[src/u64au_pkg.sv]
// Shared types and constants for the unsigned arithmetic unit.
// No dependencies.
`default_nettype none

package u64au_pkg;

    localparam int DATA_W = 64;
    localparam int OP_W   = 3;

    typedef enum logic [OP_W-1:0] {
        OP_ADD = 3'd0,
        OP_SUB = 3'd1,
        OP_MUL = 3'd2,
        OP_DIV = 3'd3,
        OP_MOD = 3'd4,
        OP_INC = 3'd5,
        OP_DEC = 3'd6,
        OP_CMP = 3'd7
    } t_op;

    typedef struct packed {
        logic load;
        logic step;
        logic finish;
    } t_dp_cmd;

    typedef struct packed {
        logic iterate;
    } t_dp_status;

endpackage

`default_nettype wire

[src/unsigned_64bit_arith_unit.sv]
// Unsigned arithmetic unit. Multiply, divide and modulo use the radix-2
// shift-add / restoring-divide step that handles one bit per cycle; all
// other operations, and division by zero, bypass that step.
// One item is in flight at a time; o_ready returns the cycle after the
// result is taken, so no new item is accepted until the last result has
// been taken. Operands are cut to WORD_WIDTH bits and the result is
// zero-extended to 64 bits. Depends on u64au_pkg, u64au_ctrl and u64au_dp.
`default_nettype none

module unsigned_64bit_arith_unit
    import u64au_pkg::*;
#(
    parameter int WORD_WIDTH = 64
) (
    input  wire logic              i_clk,
    input  wire logic              i_rst_n,
    input  wire logic              i_valid,
    output logic                   o_ready,
    input  wire logic [OP_W-1:0]   i_op,
    input  wire logic [DATA_W-1:0] i_operand_a,
    input  wire logic [DATA_W-1:0] i_operand_b,
    output logic                   o_valid,
    input  wire logic              i_ready,
    output logic [DATA_W-1:0]      o_result,
    output logic                   o_div_by_zero,
    output logic                   o_a_less,
    output logic                   o_a_equal,
    output logic                   o_a_greater
);

    t_dp_cmd    w_cmd;
    t_dp_status w_status;

    u64au_ctrl #(
        .WORD_WIDTH (WORD_WIDTH)
    ) u_ctrl (
        .i_clk    (i_clk),
        .i_rst_n  (i_rst_n),
        .i_valid  (i_valid),
        .o_ready  (o_ready),
        .o_valid  (o_valid),
        .i_ready  (i_ready),
        .i_status (w_status),
        .o_cmd    (w_cmd)
    );

    u64au_dp #(
        .WORD_WIDTH (WORD_WIDTH)
    ) u_dp (
        .i_clk         (i_clk),
        .i_cmd         (w_cmd),
        .o_status      (w_status),
        .i_op          (i_op),
        .i_operand_a   (i_operand_a),
        .i_operand_b   (i_operand_b),
        .o_result      (o_result),
        .o_div_by_zero (o_div_by_zero),
        .o_a_less      (o_a_less),
        .o_a_equal     (o_a_equal),
        .o_a_greater   (o_a_greater)
    );

endmodule

`default_nettype wire

[src/u64au_ctrl.sv]
// Controller state machine: sequences load, iteration and result hand-off.
// Depends on u64au_pkg.
`default_nettype none

module u64au_ctrl
    import u64au_pkg::*;
#(
    parameter int WORD_WIDTH = 64
) (
    input  wire logic       i_clk,
    input  wire logic       i_rst_n,
    input  wire logic       i_valid,
    output logic            o_ready,
    output logic            o_valid,
    input  wire logic       i_ready,
    input  wire t_dp_status i_status,
    output t_dp_cmd         o_cmd
);

    localparam int CNT_W = $clog2(WORD_WIDTH);

    typedef enum logic [1:0] {
        S_IDLE,
        S_ITER,
        S_FIN,
        S_OUT
    } t_state;

    t_state           r_state;
    logic [CNT_W-1:0] r_cnt;
    logic             r_ready;
    logic             r_valid;

    always_ff @(posedge i_clk) begin
        if (!i_rst_n) begin
            r_state <= S_IDLE;
            r_cnt   <= '0;
            r_ready <= 1'b1;
            r_valid <= 1'b0;
        end else begin
            case (r_state)
                S_IDLE: begin
                    if (i_valid && r_ready) begin
                        r_ready <= 1'b0;
                        r_cnt   <= CNT_W'(WORD_WIDTH - 1);
                        r_state <= i_status.iterate ? S_ITER : S_FIN;
                    end
                end
                S_ITER: begin
                    if (r_cnt == '0) begin
                        r_state <= S_FIN;
                    end else begin
                        r_cnt <= r_cnt - CNT_W'(1);
                    end
                end
                S_FIN: begin
                    r_valid <= 1'b1;
                    r_state <= S_OUT;
                end
                S_OUT: begin
                    if (i_ready) begin
                        r_valid <= 1'b0;
                        r_ready <= 1'b1;
                        r_state <= S_IDLE;
                    end
                end
                default: begin
                    r_state <= S_IDLE;
                    r_ready <= 1'b1;
                    r_valid <= 1'b0;
                end
            endcase
        end
    end

    assign o_ready       = r_ready;
    assign o_valid       = r_valid;
    assign o_cmd.load    = i_valid && r_ready;
    assign o_cmd.step    = (r_state == S_ITER);
    assign o_cmd.finish  = (r_state == S_FIN);

endmodule

`default_nettype wire

[src/u64au_dp.sv]
// Datapath: operand registers, shift-add multiply / restoring divide step,
// and the result register. Depends on u64au_pkg.
`default_nettype none

module u64au_dp
    import u64au_pkg::*;
#(
    parameter int WORD_WIDTH = 64
) (
    input  wire logic              i_clk,
    input  wire t_dp_cmd           i_cmd,
    output t_dp_status             o_status,
    input  wire logic [OP_W-1:0]   i_op,
    input  wire logic [DATA_W-1:0] i_operand_a,
    input  wire logic [DATA_W-1:0] i_operand_b,
    output logic [DATA_W-1:0]      o_result,
    output logic                   o_div_by_zero,
    output logic                   o_a_less,
    output logic                   o_a_equal,
    output logic                   o_a_greater
);

    localparam int W = WORD_WIDTH;

    t_op          w_op_in;
    logic [W-1:0] w_a_in;
    logic [W-1:0] w_b_in;

    t_op          r_op;
    logic [W-1:0] r_a;
    logic [W-1:0] r_b;
    logic [W-1:0] r_acc;
    logic [W-1:0] r_q;

    logic [W-1:0] n_a;
    logic [W-1:0] n_acc;
    logic [W-1:0] n_q;

    logic [W:0]   w_trial;
    logic [W:0]   w_diff;

    logic [W-1:0] n_res;
    logic         n_dz;
    logic         n_lt;
    logic         n_eq;
    logic         n_gt;

    logic [W-1:0] r_res;
    logic         r_dz;
    logic         r_lt;
    logic         r_eq;
    logic         r_gt;

    assign w_op_in = t_op'(i_op);
    assign w_a_in  = i_operand_a[W-1:0];
    assign w_b_in  = i_operand_b[W-1:0];

    assign o_status.iterate = (w_op_in == OP_MUL) ||
                              (((w_op_in == OP_DIV) || (w_op_in == OP_MOD)) &&
                               (w_b_in != '0));

    // one radix-2 step: multiply shifts multiplicand left / multiplier right,
    // divide shifts dividend bits into the partial remainder
    assign w_trial = {r_acc, r_q[W-1]};
    assign w_diff  = w_trial - {1'b0, r_b};

    always_comb begin
        if (r_op == OP_MUL) begin
            n_acc = r_q[0] ? (r_acc + r_a) : r_acc;
            n_a   = {r_a[W-2:0], 1'b0};
            n_q   = {1'b0, r_q[W-1:1]};
        end else begin
            n_a = r_a;
            if (!w_diff[W]) begin
                n_acc = w_diff[W-1:0];
                n_q   = {r_q[W-2:0], 1'b1};
            end else begin
                n_acc = w_trial[W-1:0];
                n_q   = {r_q[W-2:0], 1'b0};
            end
        end
    end

    always_comb begin
        n_res = '0;
        n_dz  = 1'b0;
        n_lt  = 1'b0;
        n_eq  = 1'b0;
        n_gt  = 1'b0;
        case (r_op)
            OP_ADD: n_res = r_a + r_b;
            OP_SUB: n_res = r_a - r_b;
            OP_MUL: n_res = r_acc;
            OP_DIV: begin
                if (r_b == '0) begin
                    n_dz = 1'b1;
                end else begin
                    n_res = r_q;
                end
            end
            OP_MOD: begin
                if (r_b == '0) begin
                    n_dz = 1'b1;
                end else begin
                    n_res = r_acc;
                end
            end
            OP_INC: n_res = r_a + W'(1);
            OP_DEC: n_res = r_a - W'(1);
            OP_CMP: begin
                n_lt = (r_a < r_b);
                n_eq = (r_a == r_b);
                n_gt = (r_a > r_b);
            end
            default: n_res = '0;
        endcase
    end

    always_ff @(posedge i_clk) begin
        if (i_cmd.load) begin
            r_op  <= w_op_in;
            r_a   <= w_a_in;
            r_b   <= w_b_in;
            r_acc <= '0;
            r_q   <= (w_op_in == OP_MUL) ? w_b_in : w_a_in;
        end else if (i_cmd.step) begin
            r_a   <= n_a;
            r_acc <= n_acc;
            r_q   <= n_q;
        end
        if (i_cmd.finish) begin
            r_res <= n_res;
            r_dz  <= n_dz;
            r_lt  <= n_lt;
            r_eq  <= n_eq;
            r_gt  <= n_gt;
        end
    end

    assign o_result      = DATA_W'(r_res);
    assign o_div_by_zero = r_dz;
    assign o_a_less      = r_lt;
    assign o_a_equal     = r_eq;
    assign o_a_greater   = r_gt;

endmodule

`default_nettype wire

[config.mk]
export PLATFORM = sky130hd
export DESIGN_NAME = unsigned_64bit_arith_unit
export DESIGN_NICKNAME = d
export VERILOG_FILES = /design/src/u64au_pkg.sv /design/src/unsigned_64bit_arith_unit.sv /design/src/u64au_ctrl.sv /design/src/u64au_dp.sv
export SDC_FILE = /design/constraint.sdc
export NUM_CORES = 2
export LEC_CHECK = 0
export ABC_AREA = 1
export ABC_CLOCK_PERIOD_IN_PS = 8050
export BUFFER_PORTS_ARGS = -buffer_cell sky130_fd_sc_hd__buf_2
export CAP_MARGIN = 20
export CORE_MARGIN = 3
export CORE_UTILIZATION = 35
export DETAILED_ROUTE_END_ITERATION = 8
export MAX_ROUTING_LAYER = met4
export PLACE_DENSITY_LB_ADDON = 0.25
export RECOVER_POWER = 100
export SLEW_MARGIN = 20
export SYNTH_ARGS = -nofsm -noshare
export SYNTH_HDL_FRONTEND = slang
export SYNTH_SLANG_ARGS = --single-unit
[constraint.sdc]
create_clock -name i_clk -period 8.05 [get_ports i_clk]
set_input_delay 1.61 -clock i_clk [delete_from_list [all_inputs] [get_ports i_clk]]
set_output_delay 1.61 -clock i_clk [all_outputs]
set_load 0.005 [all_outputs]
Yosys cells after proc, flatten, opt, wreduce, memory -nomap -nowiden
Index checks and enable logic that the tools add are counted.

word-level totals
  register bits = 337
  logic and storage cells = 91
  bits of input ports = 135
  output and inout port bits = 70

cells by class
  reduce and logical (&&, ||, !) cells = 21
  muxes and demuxes = 28
  equality and inequality tests = 19
  magnitude comparators = 2
  add/subtract/negate cells = 7

operators by type and width
  operator               number
  $mux 64                12
  $pmux 64 s7            1
  $add 64x64->64         2
  $sub 65x64->65         1
  $add 64x1->64 const B  1
  $eq 64x64->1           1
  $gt 64x64->1           1
  $logic_not 64->1       1
  $lt 64x64->1           1
  $reduce_bool 64->1     1
  $sub 64x1->64 const B  1
  $sub 64x64->64         1
  $eq 3x3->1 const B     5
  $eq 3x2->1 const B     4
  $mux 6                 2
  $pmux 6 s2             1
  $reduce_bool 2->1      5
  $reduce_and 3->1       3
  $mux 2                 4
  $pmux 2 s4             1
  $logic_not 6->1        1
  $ne 2x2->1 const B     3
  $reduce_and 2->1       3
  $sub 6x1->6 const B    1
  other kinds (11)       20

Longest topological paths before layout
  depth in word-level cells = 7
  depth in mapped cells = 29
  gate-level depth less buffers = 29

Modules after synthesis
Synthesis repeated with hierarchy kept, for this count alone.

unflattened totals
  cell total of the unflattened synthesis = 6653
  area total of the unflattened synthesis = 39809.4 µm²

by module, submodules not included
  module      area an instance (µm²)  times used  cells each  sequential area each (µm²)
  u64au_dp    39131.3                 1           6550        9178.8
  u64au_ctrl  678.2                   1           103         200.2

Least setup slack after synthesis
Ideal clock, no wire load.

  path kind = reg2reg
  from = reg u_dp.r_op[2]
  to = reg u_dp.r_a[0], enable pin
  library setup time = 0.574 ns
  setup slack = 1.794 ns
  data required time = 7.476 ns
  cell stages (with the launch flop) = 7
  clock period less this slack = 6.256 ns
  path buffers = 3
  data arrival time = 5.681 ns
  path through = edfxtp_1 clkbuf_1 inv_1 nand2_1 clkbuf_1 buf_2 o21ai_0

on the way
  longest elaborated chain between the ends = 3

ends and longest elaborated chain
  element                      line             text
  start, declared              u64au_dp.sv:29   t_op r_op;
  start signal, assigned       u64au_dp.sv:121  r_op <= w_op_in;
  $eq 3x2->1                   u64au_dp.sv:68   if (r_op == OP_MUL) begin
  $reduce_bool 2->1 (no line)  -
  $reduce_and 2->1 (no line)   -
  end signal, assigned         u64au_dp.sv:122  r_a <= w_a_in;
  end signal, assigned         u64au_dp.sv:127  r_a <= n_a;
  end, declared                u64au_dp.sv:30   logic [W-1:0] r_a;

Every way passes these cells.
A chain may end at the register's enable or synchronous reset.

Final worst setup path
  from = in i_valid
  to = reg u_dp.r_q[24], enable pin

on the way
  longest elaborated chain between the ends = 2

ends and longest elaborated chain
  element                      line                             text
  start, declared              unsigned_64bit_arith_unit.sv:17  input wire logic i_valid,
  $logic_and 1x1->1            u64au_ctrl.sv:78                 assign o_cmd.load = i_valid && r_ready;
  $reduce_bool 2->1 (no line)  -
  end signal, assigned         u64au_dp.sv:125                  r_q <= (w_op_in == OP_MUL) ? w_b_in : w_a_in;
  end signal, assigned         u64au_dp.sv:129                  r_q <= n_q;
  end, declared                u64au_dp.sv:33                   logic [W-1:0] r_q;

Every way passes these cells.

==> impl_metrics.py <==
metrics = {
    "status": {
        "status": "finished with violations",
        "violations": "capacitance limit, slew limit",
    },
    "sta": {
        "finalMaxSlewViolations": 416,
        "rsz0062_at_grt": "no",
        "fin_tns_setup_ns": 0,
        "fin_crit_ns": 6.94,
        "worst_pin_slew_ns": 5.16,
        "setup_viol": 0,
        "period_share_pct": 86.2,
        "finalHoldViolCount": 0,
        "fin_ws_ns": 1.11,
        "fmax_mhz": 144,
        "fin_hold_ws_ns": 0.467,
        "clock_skew_ns": 0.0209,
        "slew_headroom_pct": -244,
    },
    "synth": {
        "synth_area_leaders": "edfxtp_1 (20%), nand2_1 (19%), inv_1 (9.4%)",
        "yosys.area.top_type": "edfxtp_1",
        "yosysTopAreaCellShare_pct": 19.9,
        "avgSynthCellArea_sq_um": 5.99,
        "synth_mux_area_share_pct": 0,
        "synth.ff_latch_count": 337,
        "syn_inst": 6633,
        "syn_nets": 7034,
        "synth_xor_area_share_pct": 1.57,
        "yosys_warnings": 0,
        "synth_compound_area_share_pct": 17.0,
        "synthSimpleGateAreaFrac_pct": 38.0,
        "synth_top_family_by_area": "simple AND/OR/NAND/NOR gates",
        "synth_seq_area_share_pct": 23.6,
        "synth_cell_types": 57,
        "synth_adder_area_share_pct": 8.46,
        "syn_area_sq_um": 39700,
    },
    "clock_network": {
        "post_cts_buffers": 0,
        "root_buffer": "clkbuf_16",
        "cts_tree": "done",
        "cts_hold_buf": 0,
        "htreeDepth": 2,
        "cts-buffers-inserted": 44,
        "clk_path_buf_depth": 3,
        "insertion_delay_ns": 0.66,
        "clock_sinks": 337,
        "clk_pin_slew_ns": 0.06,
        "ctsResizeCount": 0,
    },
    "routing": {
        "drc_errors": 0,
        "ant_nets": 0,
        "first_iter_violations": 5773,
        "vias": 47100,
        "avgViaCountPerCell": 5.67,
        "routed_wl_um": 232000,
        "firstDrtPassIters": 8,
        "wl_per_cell_um": 27.9,
    },
    "setup_path": {
        "r2r_cells": 20,
        "critPathLaunchType": "input pin",
        "critPathKind": "input pin to flop",
        "crit_path_end_kind": "flop",
        "rr_endpoint": "u_dp.r_acc[42]",
        "crit_path_start": "i_valid",
        "required_ns": 8.16,
        "critPathArrivalTime_ns": 7.05,
        "cp_max_fo": 64,
        "r2r_slack_ns": 1.66,
        "r2r-start": "u_dp.r_q[63]",
    },
    "global_routing": {
        "antenna_found_initial": 15,
        "overflow": 0,
        "grt_pass1_wl_um": 320000,
        "grt_start_max_net_pins": 98,
        "grt_use_total_pct": 39.4,
        "grt_pass1_vias": 44300,
    },
    "placed_design": {
        "dp_slack_ns": 2.26,
        "gp_congestion": 1.07,
        "hpwlAfterDp_um": 196000,
        "io_buffers": 204,
    },
    "worst_hold_path": {
        "holdPathStages": 1,
        "worstHoldEndpoint": "u_ctrl.r_cnt[0]",
        "min-delay-path-class": "flop to flop",
        "min_from": "u_ctrl.r_cnt[0]",
    },
    "layout": {
        "final_common_cell": "nand2_1",
        "drive_gt1_share_pct": 5.07,
        "mostFrequentLayoutCells": "nand2_1 (2,007), inv_1 (998), nor2_1 (719)",
        "synthToLayoutAreaGrowth_pct": 9.27,
        "final_nets": 7169,
    },
    "flow_run": {
        "cap_violations": 8,
    },
    "die": {
        "die_area_sq_um": 118000,
        "die_w_um": 343,
        "row_count": 122,
        "coreArea_sq_um": 112000,
        "die_h_um": 343,
        "floorplan.initialDensity_pct": 35.6,
        "io_pins": 205,
    },
    "power_and_ir_drop": {
        "power.total_mw": 14.5,
        "p_leak_nw": 20.5,
        "peakVddDrop_mv": 0.154,
        "power_density_nw_per_um2": 334,
    },
}
[cell families (layout without fill, tap and decap cells)]
family                   Yosys count  in the layout
adder cells (fa/ha/maj)          266            266
other                              0             11
flip-flops                       337            337
XOR/XNOR                          71             71
AND/OR/NAND/NOR                 3587           3587
AO/OA/AOI/OAI                   1208           1208
buffers and inverters           1164           1333
[critical path, stage by stage]
cell      delay, ns
clkbuf_1       0.12
nand2_1        1.25
nand2_4        0.33
clkbuf_1       3.62
[worst max path at each step]
| stage | to | slack, ns | cells past startpoint |
|---|---|---|---|
| finish | u_dp.r_q[24] | 1.11 | 4 |
| global route | u_dp.r_q[63] | 0.94 | 6 |
| CTS | u_dp.o_result[34] | 2.26 | 25 |
| detailed placement | u_dp.o_result[34] | 2.26 | 25 |
| global placement | u_dp.o_result[34] | 2.24 | 25 |
| floorplan | u_dp.r_a[0] | 1.79 | 6 |
[power by group]
part / internal [mW] / switching [mW]
combinational: 2.57 / 6.24
sequential: 2.62 / 0.910
clock: 1.19 / 0.934
[synthesized netlist by cell type, drive strengths merged]
library cell / count
nand2: 2037
inv: 1016
nor2: 741
a21oi: 584
nand3: 513
o21ai: 404
edfxtp: 263
ha: 262
clkbuf: 105
nor3: 103
nand4: 84
dfxtp: 74
a22oi: 63
or2: 44
o21bai: 43
buf: 41
xnor2: 38
a31oi: 33
xor2: 33
nor4: 29
nand3b: 27
a21o: 22
a21boi: 19
o21a: 13
and2: 8
o2111ai: 8
fa: 4
o211ai: 4
o31ai: 4
a211oi: 2
clkinv: 2
o22ai: 2
o311ai: 2
a221oi: 1
a31o: 1
o211a: 1
o32ai: 1
o41ai: 1
or3: 1
[final cells by class]
cell class | count | area (sq um)
clock buffer | 53 | 1200
antenna | 11 | 27.5
timing repair buffer | 235 | 1080
inverter | 1018 | 3830
tap | 1488 | 1860
fill | 12600 | 68200
sequential | 337 | 9380
clock inverter | 27 | 277
multi-input combinational | 5132 | 25700
[routing by layer]
metal	share of wire, %	track usage, %
met1	43	52.3
met2	42	57.4
met3	10	9.15
met4	4.9	15.9
met5	0	-
[metrics by stage]
stage | instance area (sq um) | utilization, % | std cells
final | 43400 | 38.9 | 8301
after global routing | 43400 | 38.9 | 8298
after CTS | 43700 | 39.2 | 8290
after detailed placement | 42200 | 37.8 | 8210
after global placement | 42200 | 37.8 | 8210
after floorplan | 39700 | - | 6633
[registers in the layout, indices dropped and copies added (netlist names)]
register            cells
u_dp.r_op               3
u_ctrl.r_state          2
u_dp.r_a               64
u_ctrl.r_cnt            6
u_ctrl.o_valid          1
u_dp.o_a_less           1
u_dp.o_a_greater        1
u_dp.o_div_by_zero      1
u_dp.o_a_equal          1
u_dp.o_result          64
u_dp.r_q               64
u_ctrl.o_ready          1
u_dp.r_b               64
u_dp.r_acc             64
Note: power is estimated with default switching activity, not from simulation.
